[config.mk]
export PLATFORM = sky130hd
export DESIGN_NAME = iso_duration_parser_top
export DESIGN_NICKNAME = d
export VERILOG_FILES = /design/src/hdl/idp_pkg.sv /design/src/hdl/idp_parser.sv /design/src/hdl/idp_total.sv /design/src/hdl/iso_duration_parser_top.sv
export VERILOG_INCLUDE_DIRS = /design/src /design/src/hdl
export SDC_FILE = /design/constraint.sdc
export NUM_CORES = 2
export LEC_CHECK = 0
export ABC_CLOCK_PERIOD_IN_PS = 15100
export BUFFER_PORTS_ARGS = -buffer_cell sky130_fd_sc_hd__buf_2
export CORE_ASPECT_RATIO = 2
export CORE_MARGIN = 4
export CORE_UTILIZATION = 25
export DETAILED_ROUTE_END_ITERATION = 8
export GPL_TIMING_DRIVEN = 0
export HOLD_SLACK_MARGIN = 0.02
export PLACE_DENSITY_LB_ADDON = 0.15
export SLEW_MARGIN = 20
export SYNTH_ARGS = -nofsm -noshare
export SYNTH_HDL_FRONTEND = slang
export SYNTH_SLANG_ARGS = --single-unit
[constraint.sdc]
create_clock -name clk -period 15.1 [get_ports clk]
set_input_delay 1.51 -clock clk [delete_from_list [all_inputs] [get_ports clk]]
set_output_delay 1.51 -clock clk [all_outputs]
set_load 0.05 [all_outputs]
[src/hdl/iso_duration_parser_top_macros.svh]
// Assertion macros for the duration parser.
// Needs clk and arst_n in the scope of the module that uses them.
`ifndef ISO_DURATION_PARSER_TOP_MACROS_SVH
`define ISO_DURATION_PARSER_TOP_MACROS_SVH

// Same-cycle implication, checked out of reset.
`define IDP_ASSERT_SAME(name, ante, cons) \
	name: assert property (@(posedge clk) disable iff (!arst_n) (ante) |-> (cons)) \
		else $error("idp same-cycle check failed");

// Next-cycle implication, checked out of reset.
`define IDP_ASSERT_NEXT(name, ante, cons) \
	name: assert property (@(posedge clk) disable iff (!arst_n) (ante) |=> (cons)) \
		else $error("idp next-cycle check failed");

`endif

[src/hdl/idp_pkg.sv]
// Shared types and constants for the duration parser.
// No dependencies.
`default_nettype none

package idp_pkg;

	localparam int NUM_FIELDS = 7;

	// ASCII codes
	localparam logic [7:0] CH_P = 8'h50;
	localparam logic [7:0] CH_T = 8'h54;
	localparam logic [7:0] CH_Y = 8'h59;
	localparam logic [7:0] CH_M = 8'h4D;
	localparam logic [7:0] CH_W = 8'h57;
	localparam logic [7:0] CH_D = 8'h44;
	localparam logic [7:0] CH_H = 8'h48;
	localparam logic [7:0] CH_S = 8'h53;
	localparam logic [7:0] CH_0 = 8'h30;
	localparam logic [7:0] CH_9 = 8'h39;

	// count slots
	localparam logic [2:0] SLOT_YEARS  = 3'd0;
	localparam logic [2:0] SLOT_MONTHS = 3'd1;
	localparam logic [2:0] SLOT_WEEKS  = 3'd2;
	localparam logic [2:0] SLOT_DAYS   = 3'd3;
	localparam logic [2:0] SLOT_HOURS  = 3'd4;
	localparam logic [2:0] SLOT_MINS   = 3'd5;
	localparam logic [2:0] SLOT_SECS   = 3'd6;

	// minutes per unit
	localparam logic [31:0] MIN_PER_HOUR  = 32'd60;
	localparam logic [31:0] MIN_PER_DAY   = 32'd1440;
	localparam logic [31:0] MIN_PER_WEEK  = 32'd10080;
	localparam logic [31:0] MIN_PER_MONTH = 32'd43800;
	localparam logic [31:0] MIN_PER_YEAR  = 32'd525960;

	typedef enum logic [9:0] {
		PH_EXPECT_P  = 10'b00_0000_0001,
		PH_DATE_Y    = 10'b00_0000_0010,
		PH_DATE_M    = 10'b00_0000_0100,
		PH_DATE_W    = 10'b00_0000_1000,
		PH_DATE_D    = 10'b00_0001_0000,
		PH_DATE_DONE = 10'b00_0010_0000,
		PH_TIME_H    = 10'b00_0100_0000,
		PH_TIME_M    = 10'b00_1000_0000,
		PH_TIME_S    = 10'b01_0000_0000,
		PH_ALL_DONE  = 10'b10_0000_0000
	} idp_phase_t;

	// one parsed string: low 32 bits of each count plus the overflow flag
	typedef struct packed {
		logic [NUM_FIELDS-1:0][31:0] cnt;
		logic                        overflow;
	} idp_result_t;

endpackage

`default_nettype wire

[src/hdl/idp_parser.sv]
// Per-character grammar tracker, digit accumulator and count registers.
// Depends on idp_pkg and iso_duration_parser_top_macros.svh.
`default_nettype none
`include "iso_duration_parser_top_macros.svh"

module idp_parser import idp_pkg::*; #(
	parameter int COUNT_WIDTH = 32
) (
	input  wire logic        clk,
	input  wire logic        arst_n,
	input  wire logic        take,
	input  wire logic [7:0]  char_code,
	input  wire logic        last_char,
	output idp_result_t      result
);

	localparam logic [COUNT_WIDTH-1:0] CNT_MAX = {COUNT_WIDTH{1'b1}};

	idp_phase_t                            phase_q, phase_d, acc_phase;
	logic                                  stopped_q, stopped_d;
	logic [COUNT_WIDTH-1:0]                acc_q, acc_d, acc_x10;
	logic                                  have_q, have_d;
	logic                                  accovf_q, accovf_d;
	logic [NUM_FIELDS-1:0][COUNT_WIDTH-1:0] cnt_q, cnt_d;
	logic                                  ovf_q, ovf_d;
	logic [9:0][COUNT_WIDTH-1:0]           lim;
	logic                                  is_digit, in_date, in_time, halt, do_acc;
	logic [3:0]                            dig;
	logic [2:0]                            slot;

	// largest accumulator value that can still take digit g without saturating
	for (genvar g = 0; g < 10; g++) begin : g_lim
		localparam logic [COUNT_WIDTH-1:0] LIM = (CNT_MAX - COUNT_WIDTH'(g)) / 10;
		assign lim[g] = LIM;
	end

	assign is_digit = char_code inside {[CH_0:CH_9]};
	assign dig      = 4'(char_code - CH_0);
	assign in_date  = phase_q inside {PH_DATE_Y, PH_DATE_M, PH_DATE_W, PH_DATE_D};
	assign in_time  = phase_q inside {PH_TIME_H, PH_TIME_M, PH_TIME_S};
	assign acc_x10  = (acc_q << 3) + (acc_q << 1);

	always_comb begin
		phase_d   = phase_q;
		stopped_d = stopped_q;
		acc_d     = acc_q;
		have_d    = have_q;
		accovf_d  = accovf_q;
		cnt_d     = cnt_q;
		ovf_d     = ovf_q;
		halt      = 1'b0;
		do_acc    = 1'b0;
		slot      = SLOT_YEARS;
		acc_phase = phase_q;

		if (!stopped_q) begin
			if (phase_q == PH_EXPECT_P) begin
				if (char_code == CH_P) begin
					phase_d = PH_DATE_Y;
				end else begin
					halt = 1'b1;
				end
			end else if (is_digit) begin
				if (in_date || in_time) begin
					if (acc_q > lim[dig]) begin
						acc_d    = CNT_MAX;
						accovf_d = 1'b1;
					end else begin
						acc_d = acc_x10 + COUNT_WIDTH'(dig);
					end
					have_d = 1'b1;
				end else begin
					halt = 1'b1;
				end
			end else if (char_code == CH_T) begin
				if (!have_q && (in_date || phase_q == PH_DATE_DONE)) begin
					phase_d = PH_TIME_H;
				end else begin
					halt = 1'b1;
				end
			end else if (!have_q) begin
				halt = 1'b1;
			end else if (in_date) begin
				case (char_code)
					CH_Y: begin
						do_acc = (phase_q == PH_DATE_Y);
						slot = SLOT_YEARS; acc_phase = PH_DATE_M;
					end
					CH_M: begin
						do_acc = phase_q inside {PH_DATE_Y, PH_DATE_M};
						slot = SLOT_MONTHS; acc_phase = PH_DATE_W;
					end
					CH_W: begin
						do_acc = phase_q inside {PH_DATE_Y, PH_DATE_M, PH_DATE_W};
						slot = SLOT_WEEKS; acc_phase = PH_DATE_D;
					end
					CH_D: begin
						do_acc = 1'b1;
						slot = SLOT_DAYS; acc_phase = PH_DATE_DONE;
					end
					default: do_acc = 1'b0;
				endcase
				halt = !do_acc;
			end else if (in_time) begin
				case (char_code)
					CH_H: begin
						do_acc = (phase_q == PH_TIME_H);
						slot = SLOT_HOURS; acc_phase = PH_TIME_M;
					end
					CH_M: begin
						do_acc = phase_q inside {PH_TIME_H, PH_TIME_M};
						slot = SLOT_MINS; acc_phase = PH_TIME_S;
					end
					CH_S: begin
						do_acc = 1'b1;
						slot = SLOT_SECS; acc_phase = PH_ALL_DONE;
					end
					default: do_acc = 1'b0;
				endcase
				halt = !do_acc;
			end else begin
				halt = 1'b1;
			end
		end

		if (halt) begin
			stopped_d = 1'b1;
			acc_d     = '0;
			have_d    = 1'b0;
			accovf_d  = 1'b0;
		end
		if (do_acc) begin
			cnt_d[slot] = acc_q;
			ovf_d       = ovf_q | accovf_q;
			acc_d       = '0;
			have_d      = 1'b0;
			accovf_d    = 1'b0;
			phase_d     = acc_phase;
		end
	end

	// result reflects the state after the current character
	always_comb begin
		for (int i = 0; i < NUM_FIELDS; i++) begin
			result.cnt[i] = 32'(cnt_d[i]);
		end
		result.overflow = ovf_d;
	end

	// last character restarts the parse for the next string
	always_ff @(posedge clk or negedge arst_n) begin
		if (!arst_n) begin
			phase_q   <= PH_EXPECT_P;
			stopped_q <= 1'b0;
			acc_q     <= '0;
			have_q    <= 1'b0;
			accovf_q  <= 1'b0;
			cnt_q     <= '0;
			ovf_q     <= 1'b0;
		end else if (take) begin
			if (last_char) begin
				phase_q   <= PH_EXPECT_P;
				stopped_q <= 1'b0;
				acc_q     <= '0;
				have_q    <= 1'b0;
				accovf_q  <= 1'b0;
				cnt_q     <= '0;
				ovf_q     <= 1'b0;
			end else begin
				phase_q   <= phase_d;
				stopped_q <= stopped_d;
				acc_q     <= acc_d;
				have_q    <= have_d;
				accovf_q  <= accovf_d;
				cnt_q     <= cnt_d;
				ovf_q     <= ovf_d;
			end
		end
	end

	`IDP_ASSERT_NEXT(a_stop_holds, stopped_q && !(take && last_char), stopped_q)
	`IDP_ASSERT_NEXT(a_stop_freezes, stopped_q && take && !last_char, $stable(cnt_q) && $stable(ovf_q))
	`IDP_ASSERT_SAME(a_idle_clean, phase_q == PH_EXPECT_P, !have_q && acc_q == '0 && !accovf_q)
	`IDP_ASSERT_SAME(a_sat_value, accovf_q, acc_q == CNT_MAX && have_q)

endmodule

`default_nettype wire

[src/hdl/idp_total.sv]
// Result pipeline: capture, constant-weight products, final sum and output register.
// Depends on idp_pkg.
`default_nettype none

module idp_total import idp_pkg::*; (
	input  wire logic        clk,
	input  wire logic        arst_n,
	input  wire logic        res_valid,
	input  wire idp_result_t res,
	output logic             take_ok,
	input  wire logic        result_ready,
	output logic             result_valid,
	output logic [31:0]      years,
	output logic [31:0]      months,
	output logic [31:0]      weeks,
	output logic [31:0]      days,
	output logic [31:0]      hours,
	output logic [31:0]      mins,
	output logic [31:0]      secs,
	output logic [31:0]      total_minutes,
	output logic             overflow
);

	typedef struct packed {
		logic [31:0] hours;
		logic [31:0] days;
		logic [31:0] weeks;
		logic [31:0] months;
		logic [31:0] years;
	} idp_prod_t;

	logic        valid_s1, valid_s2, valid_q;
	logic        adv1, adv2, adv_out;
	idp_result_t res_s1, res_s2, res_q;
	idp_prod_t   prod_s2;
	logic [31:0] total_q;

	assign adv_out = !valid_q || result_ready;
	assign adv2    = !valid_s2 || adv_out;
	assign adv1    = !valid_s1 || adv2;
	assign take_ok = adv1;

	always_ff @(posedge clk or negedge arst_n) begin
		if (!arst_n) begin
			valid_s1 <= 1'b0;
			valid_s2 <= 1'b0;
			valid_q  <= 1'b0;
		end else begin
			if (adv1)    valid_s1 <= res_valid;
			if (adv2)    valid_s2 <= valid_s1;
			if (adv_out) valid_q  <= valid_s2;
		end
	end

	always_ff @(posedge clk) begin
		if (adv1 && res_valid) begin
			res_s1 <= res;
		end
		if (adv2 && valid_s1) begin
			res_s2         <= res_s1;
			prod_s2.hours  <= res_s1.cnt[SLOT_HOURS]  * MIN_PER_HOUR;
			prod_s2.days   <= res_s1.cnt[SLOT_DAYS]   * MIN_PER_DAY;
			prod_s2.weeks  <= res_s1.cnt[SLOT_WEEKS]  * MIN_PER_WEEK;
			prod_s2.months <= res_s1.cnt[SLOT_MONTHS] * MIN_PER_MONTH;
			prod_s2.years  <= res_s1.cnt[SLOT_YEARS]  * MIN_PER_YEAR;
		end
		if (adv_out && valid_s2) begin
			res_q   <= res_s2;
			// adder tree, mod 2^32
			total_q <= ((res_s2.cnt[SLOT_MINS] + prod_s2.hours)
			          + (prod_s2.days + prod_s2.weeks))
			          + (prod_s2.months + prod_s2.years);
		end
	end

	assign result_valid  = valid_q;
	assign years         = res_q.cnt[SLOT_YEARS];
	assign months        = res_q.cnt[SLOT_MONTHS];
	assign weeks         = res_q.cnt[SLOT_WEEKS];
	assign days          = res_q.cnt[SLOT_DAYS];
	assign hours         = res_q.cnt[SLOT_HOURS];
	assign mins          = res_q.cnt[SLOT_MINS];
	assign secs          = res_q.cnt[SLOT_SECS];
	assign total_minutes = total_q;
	assign overflow      = res_q.overflow;

endmodule

`default_nettype wire

[src/hdl/iso_duration_parser_top.sv]
// Streaming ISO 8601 duration parser, top level.
// Depends on idp_pkg, idp_parser and idp_total.
//
// Usage:
//   Input channel (char_valid/char_ready): one ASCII character per transfer,
//   char_code with last_char set on the final character of the string.
//   Output channel (result_valid/result_ready): one transfer per string,
//   carrying years, months, weeks, days, hours, mins, secs (each saturated at
//   2^COUNT_WIDTH-1, shown as its low 32 bits), total_minutes (mod 2^32)
//   and overflow.
// Throughput: one character per cycle while char_ready is high, back to
//   back, including across string boundaries; the grammar state updates
//   in the same cycle. Result path: the capture stage loads on the edge
//   that takes the last character, then the constant-weight product stage,
//   then the sum stage, which drives result_valid.
// Stall: each of the three result stages holds while result_ready is low
//   and every stage after it is full; char_ready drops only when all three
//   are occupied and the output is not taken. Characters are never dropped.
// Reset: arst_n clears the grammar state, counts and all stage valids; the
//   parse then expects a leading P, and a string without one gives all zeros.
`default_nettype none

module iso_duration_parser_top import idp_pkg::*; #(
	parameter int COUNT_WIDTH = 32
) (
	input  wire logic        clk,
	input  wire logic        arst_n,
	input  wire logic        char_valid,
	output logic             char_ready,
	input  wire logic [7:0]  char_code,
	input  wire logic        last_char,
	output logic             result_valid,
	input  wire logic        result_ready,
	output logic [31:0]      years,
	output logic [31:0]      months,
	output logic [31:0]      weeks,
	output logic [31:0]      days,
	output logic [31:0]      hours,
	output logic [31:0]      mins,
	output logic [31:0]      secs,
	output logic [31:0]      total_minutes,
	output logic             overflow
);

	logic        take;
	logic        take_ok;
	idp_result_t parsed;

	assign char_ready = take_ok;
	assign take       = char_valid && take_ok;

	idp_parser #(
		.COUNT_WIDTH (COUNT_WIDTH)
	) u_parser (
		.clk       (clk),
		.arst_n    (arst_n),
		.take      (take),
		.char_code (char_code),
		.last_char (last_char),
		.result    (parsed)
	);

	// a string's result enters the pipeline on its last character
	idp_total u_total (
		.clk           (clk),
		.arst_n        (arst_n),
		.res_valid     (take && last_char),
		.res           (parsed),
		.take_ok       (take_ok),
		.result_ready  (result_ready),
		.result_valid  (result_valid),
		.years         (years),
		.months        (months),
		.weeks         (weeks),
		.days          (days),
		.hours         (hours),
		.mins          (mins),
		.secs          (secs),
		.total_minutes (total_minutes),
		.overflow      (overflow)
	);

endmodule

`default_nettype wire

==> metrics.md <==
| Metric | Value |
|---|---|
| Htree depth | 3 |
| Crit Path Class | reg2reg |
| Synth Instances | 4902 |
| Share of post-route cells with drive strength above 1 | 0.137 |
| Core area | 251000 sq um |
| Drt first pass iters | 5 |
| CP endpoint kind | flop |
| Starting Density | 0.251 |
| Post-CTS Setup Bufs | 0 |
| # DRC | 0 |
| F_max | 166 MHz |
| Initial antenna violation count | 23 |
| Ys flop type | edfxtp_1 |
| First-pass GRT wire length | 317000 um |
| Cell family with most CP delay | adder cells |
| EDFF count, synth | 838 |
| Worst Hold Class | reg2reg |
| Vias in the first global route | 42900 |
| DRT iter0 DRCs | 2234 |
| Finished Core Util | 0.292 |
| Setup slack, reg-to-reg | 9.06 ns |
| Crit-path cells | ha_1 -> ha_1 -> fa_1 -> fa_1 -> fa_1 -> ha_1 -> o21ai_0 -> nor2_1 -> or4b_2 -> o211ai_1 -> a31oi_1 -> a211oi_1 -> a21oi_1 -> nor2_1 -> xnor2_1 |
| Required @ worst endpoint | 15.58 ns |
| Die Wd | 363 um |
| Slowest cell delay on critical path | 0.86 ns |
| Syn-to-layout area delta | 16.1% |
| Synth Warn # | 0 |
| Avg Inst Size Synth | 12.9 sq um |
| Pin count of the biggest net entering global routing | 83 |
| Via count | 39800 |
| Worst Path Arrival | 6.52 ns |
| Setup-failing EPs final | 0 |
| Ys async rst share | 0.246 |
| I/O Buffers | 269 |
| P per Cell Area | 177 nW/um^2 |
| Syn Nets | 5805 |
| Wire per inst | 25.5 um |
| Clock Latency Late Sink | 0.77 ns |
| Total GRT Usage | 0.170 |
| Placer Congestion | 0.863 |
| Pleak | 30.5 nW |
| Routed wire length | 223000 um |
| # rows | 260 |
| Final Slew Violations | 0 |
| Gates resized, CTS repair | 0 |
| Die Area | 261000 sq um |
| Final non-filler cell total | 8733 |
| Tmin final | 6.04 ns |
| CP Buf/Inv Count | 0 |
| Root buffer cell | clkbuf_16 |
| Slew @ Worst Pin | 1.25 ns |
| RSZ-0062 raised after global routing | no |
| Final hold slack | 0.414 ns |
| GR Overflow Total | 0 |
| Final Hold Viols | 0 |
| Final Cell Area | 73200 sq um |
| CP Launch Type | flop |
| Fin crit share | 0.400 |
| Max Fanout on Critical Path | 6 |
| Placed cell areas | 69100 sq um |
| Dpl hpwl | 177000 um |
| Status | completed |
| Clock Pin Slew Worst Setup and Hold Paths | 0.07 ns |
| Cell variety after synth | 84 |
| Slowest stage cell, crit path | edfxtp_1 |
| Die Y | 718 um |
| Fin nets | 6212 |
| TritonCTS Buffers | 110 |
| Worst Slack Setup Final | 9.06 ns |
| DP Cell Count | 8472 |
| Worst-case vdd ir drop | 0.242 mV |
| Post-CTS Hold Fix Bufs | 0 |
| Max-Cap Viols | 0 |
| Clock Tree Buf Depth | 3 |
| Yosys reg bits | 1111 |
| Final Skew | 0.0497 ns |
| CTS tree | built |
| I/O pin count | 272 |
| Synthesized area | 63000 sq um |
| Routed Antenna Nets | 0 |
| Pre-CTS setup slack | 9.01 ns |
| Via density | 4.56 |
| Slew headroom | 0.165 |
| CTS sink cnt | 1111 |
| Sequential area share after synthesis | 0.508 |
==> layout by cell type, fill, tap and decap left out, types with 15 or more instances in the layout <==
cell type / instances
nor2b_1: 30
diode_2: 51
xnor2_1: 138
o21a_1: 32
xor2_1: 60
o21ai_0: 197
clkbuf_1: 168
fa_1: 431
ha_1: 459
edfxtp_1: 838
buf_16: 18
inv_1: 525
nand2b_1: 29
a22oi_1: 194
or3_1: 17
buf_2: 313
mux2_4: 16
dfrtp_1: 272
o211ai_1: 23
nand3_1: 45
o21ai_1: 105
bufinv_16: 16
a211oi_1: 25
mux2_1: 32
nor3_1: 48
a31oi_1: 20
nand2_1: 456
mux2_2: 143
clkbuf_16: 113
and3_1: 21
clkinv_2: 19
nor2_1: 113
a21oi_1: 146
nand4_1: 15
a21o_1: 76
==> final timing paths <==
check | cells past startpoint | from | end
worst min register to register | 0 | u_total.res_s1[201]$_DFFE_PP_ | u_total.res_s2[201]$_DFFE_PP_
max in group asynchronous | 4 | arst_n | u_parser.cnt_q[194]$_DFFE_PN0P_
worst max register to register | 15 | u_total.res_s1[41]$_DFFE_PP_ | u_total.prod_s2[63]$_DFFE_PP_
worst min-delay path | 0 | u_total.res_s1[201]$_DFFE_PP_ | u_total.res_s2[201]$_DFFE_PP_
worst max-delay path | 15 | u_total.res_s1[41]$_DFFE_PP_ | u_total.prod_s2[63]$_DFFE_PP_
min in group asynchronous | 1 | arst_n | u_parser.cnt_q[59]$_DFFE_PN0P_
==> power breakdown <==
| part | leakage, nW | internal (W) | switching (W) |
|---|---|---|---|
| combinational | 16.9 | 0.00219 | 0.00368 |
| sequential | 11.8 | 0.00384 | 0.000200 |
| clock | 1.88 | 0.00169 | 0.00134 |
==> state kept, by name, indices dropped and copies added (netlist names) <==
name and flops:
u_total.valid_s2 1, u_total.mins 30, u_parser.stopped_q 1, u_parser.have_q 1, u_total.result_valid 1, u_parser.accovf_q 1
u_total.overflow 1, u_total.months 32, u_total.years 32, u_parser.ovf_q 1, u_total.total_minutes 32, u_total.prod_s2 133
u_parser.cnt_q 224, u_parser.acc_q 32, u_total.res_s2 225, u_total.res_s1 225, u_parser.phase_q 10, u_total.days 32
u_total.valid_s1 1, u_total.weeks 32, u_total.hours 32, u_total.secs 32
==> final cells by class <==
cell class,instances,area [sq um]
clock inverters,75,937
repair buffers,295,1950
clock buffers,135,2950
fillers,25600,178000
well taps,3275,4100
plain buffers,210,900
multi-input cells,3055,28200
flip-flops and latches,1111,32000
inverters,526,1980
diodes,51,128
==> metrics by stage <==
step | TNS (ns) | power, W
floorplan | 0 | 0.00788
global placement | -478.18 | 0.0101
detailed placement | 0 | 0.0101
CTS | 0 | 0.0133
global route | 0 | 0.0139
finish | 0 | 0.0129
==> kinds of logic (layout without fill, tap and decap cells) <==
logic type / count (synthesis) / count (layout) / synth area share
flops: 1111 / 1111 / 0.508
compound gates: 906 / 906 / 0.0915
fa+ha+maj: 890 / 890 / 0.228
simple gates: 859 / 859 / 0.0628
buf+inv: 736 / 1241 / 0.0455
xor+xnor: 202 / 202 / 0.0281
mux: 198 / 198 / 0.0362
other cells: 0 / 51 / 0
==> routing by layer <==
metal / GRT usage / up-vias / wire length (um)
met2: 0.324 / 963 / 121000
met3: 0.0192 / 382 / 7110
li1: - / 18100 / -
met4: 0.111 / 10 / 17000
met5: 0 / - / 65
met1: 0.173 / 20300 / 77800
==> synth_stat cells (all sizes together), types with 45 or more instances <==
library cell    n  area share
dfrtp         272        0.11
inv           526       0.031
xnor2         141       0.020
nor3           50      0.0041
fa            431        0.14
xor2           61      0.0085
nand3          45      0.0036
buf            55      0.0049
edfxtp        838        0.40
a22oi         194       0.023
nand2         456       0.027
a21o           76      0.0091
nor2          114      0.0068
a21oi         147       0.012
clkbuf        155      0.0092
o21ai         302       0.024
mux2          191       0.035
ha            459       0.091
==> worst reg2reg max path, stage by stage (launching register included) <==
cell and delay [ns]:
edfxtp_1 0.86, ha_1 0.44, ha_1 0.33, fa_1 0.57, fa_1 0.44, fa_1 0.47, ha_1 0.35, o21ai_0 0.22
nor2_1 0.12, or4b_2 0.64, o211ai_1 0.33, a31oi_1 0.20, a211oi_1 0.41, a21oi_1 0.15, nor2_1 0.14, xnor2_1 0.08
Note: power is estimated with default switching activity, not from simulation.
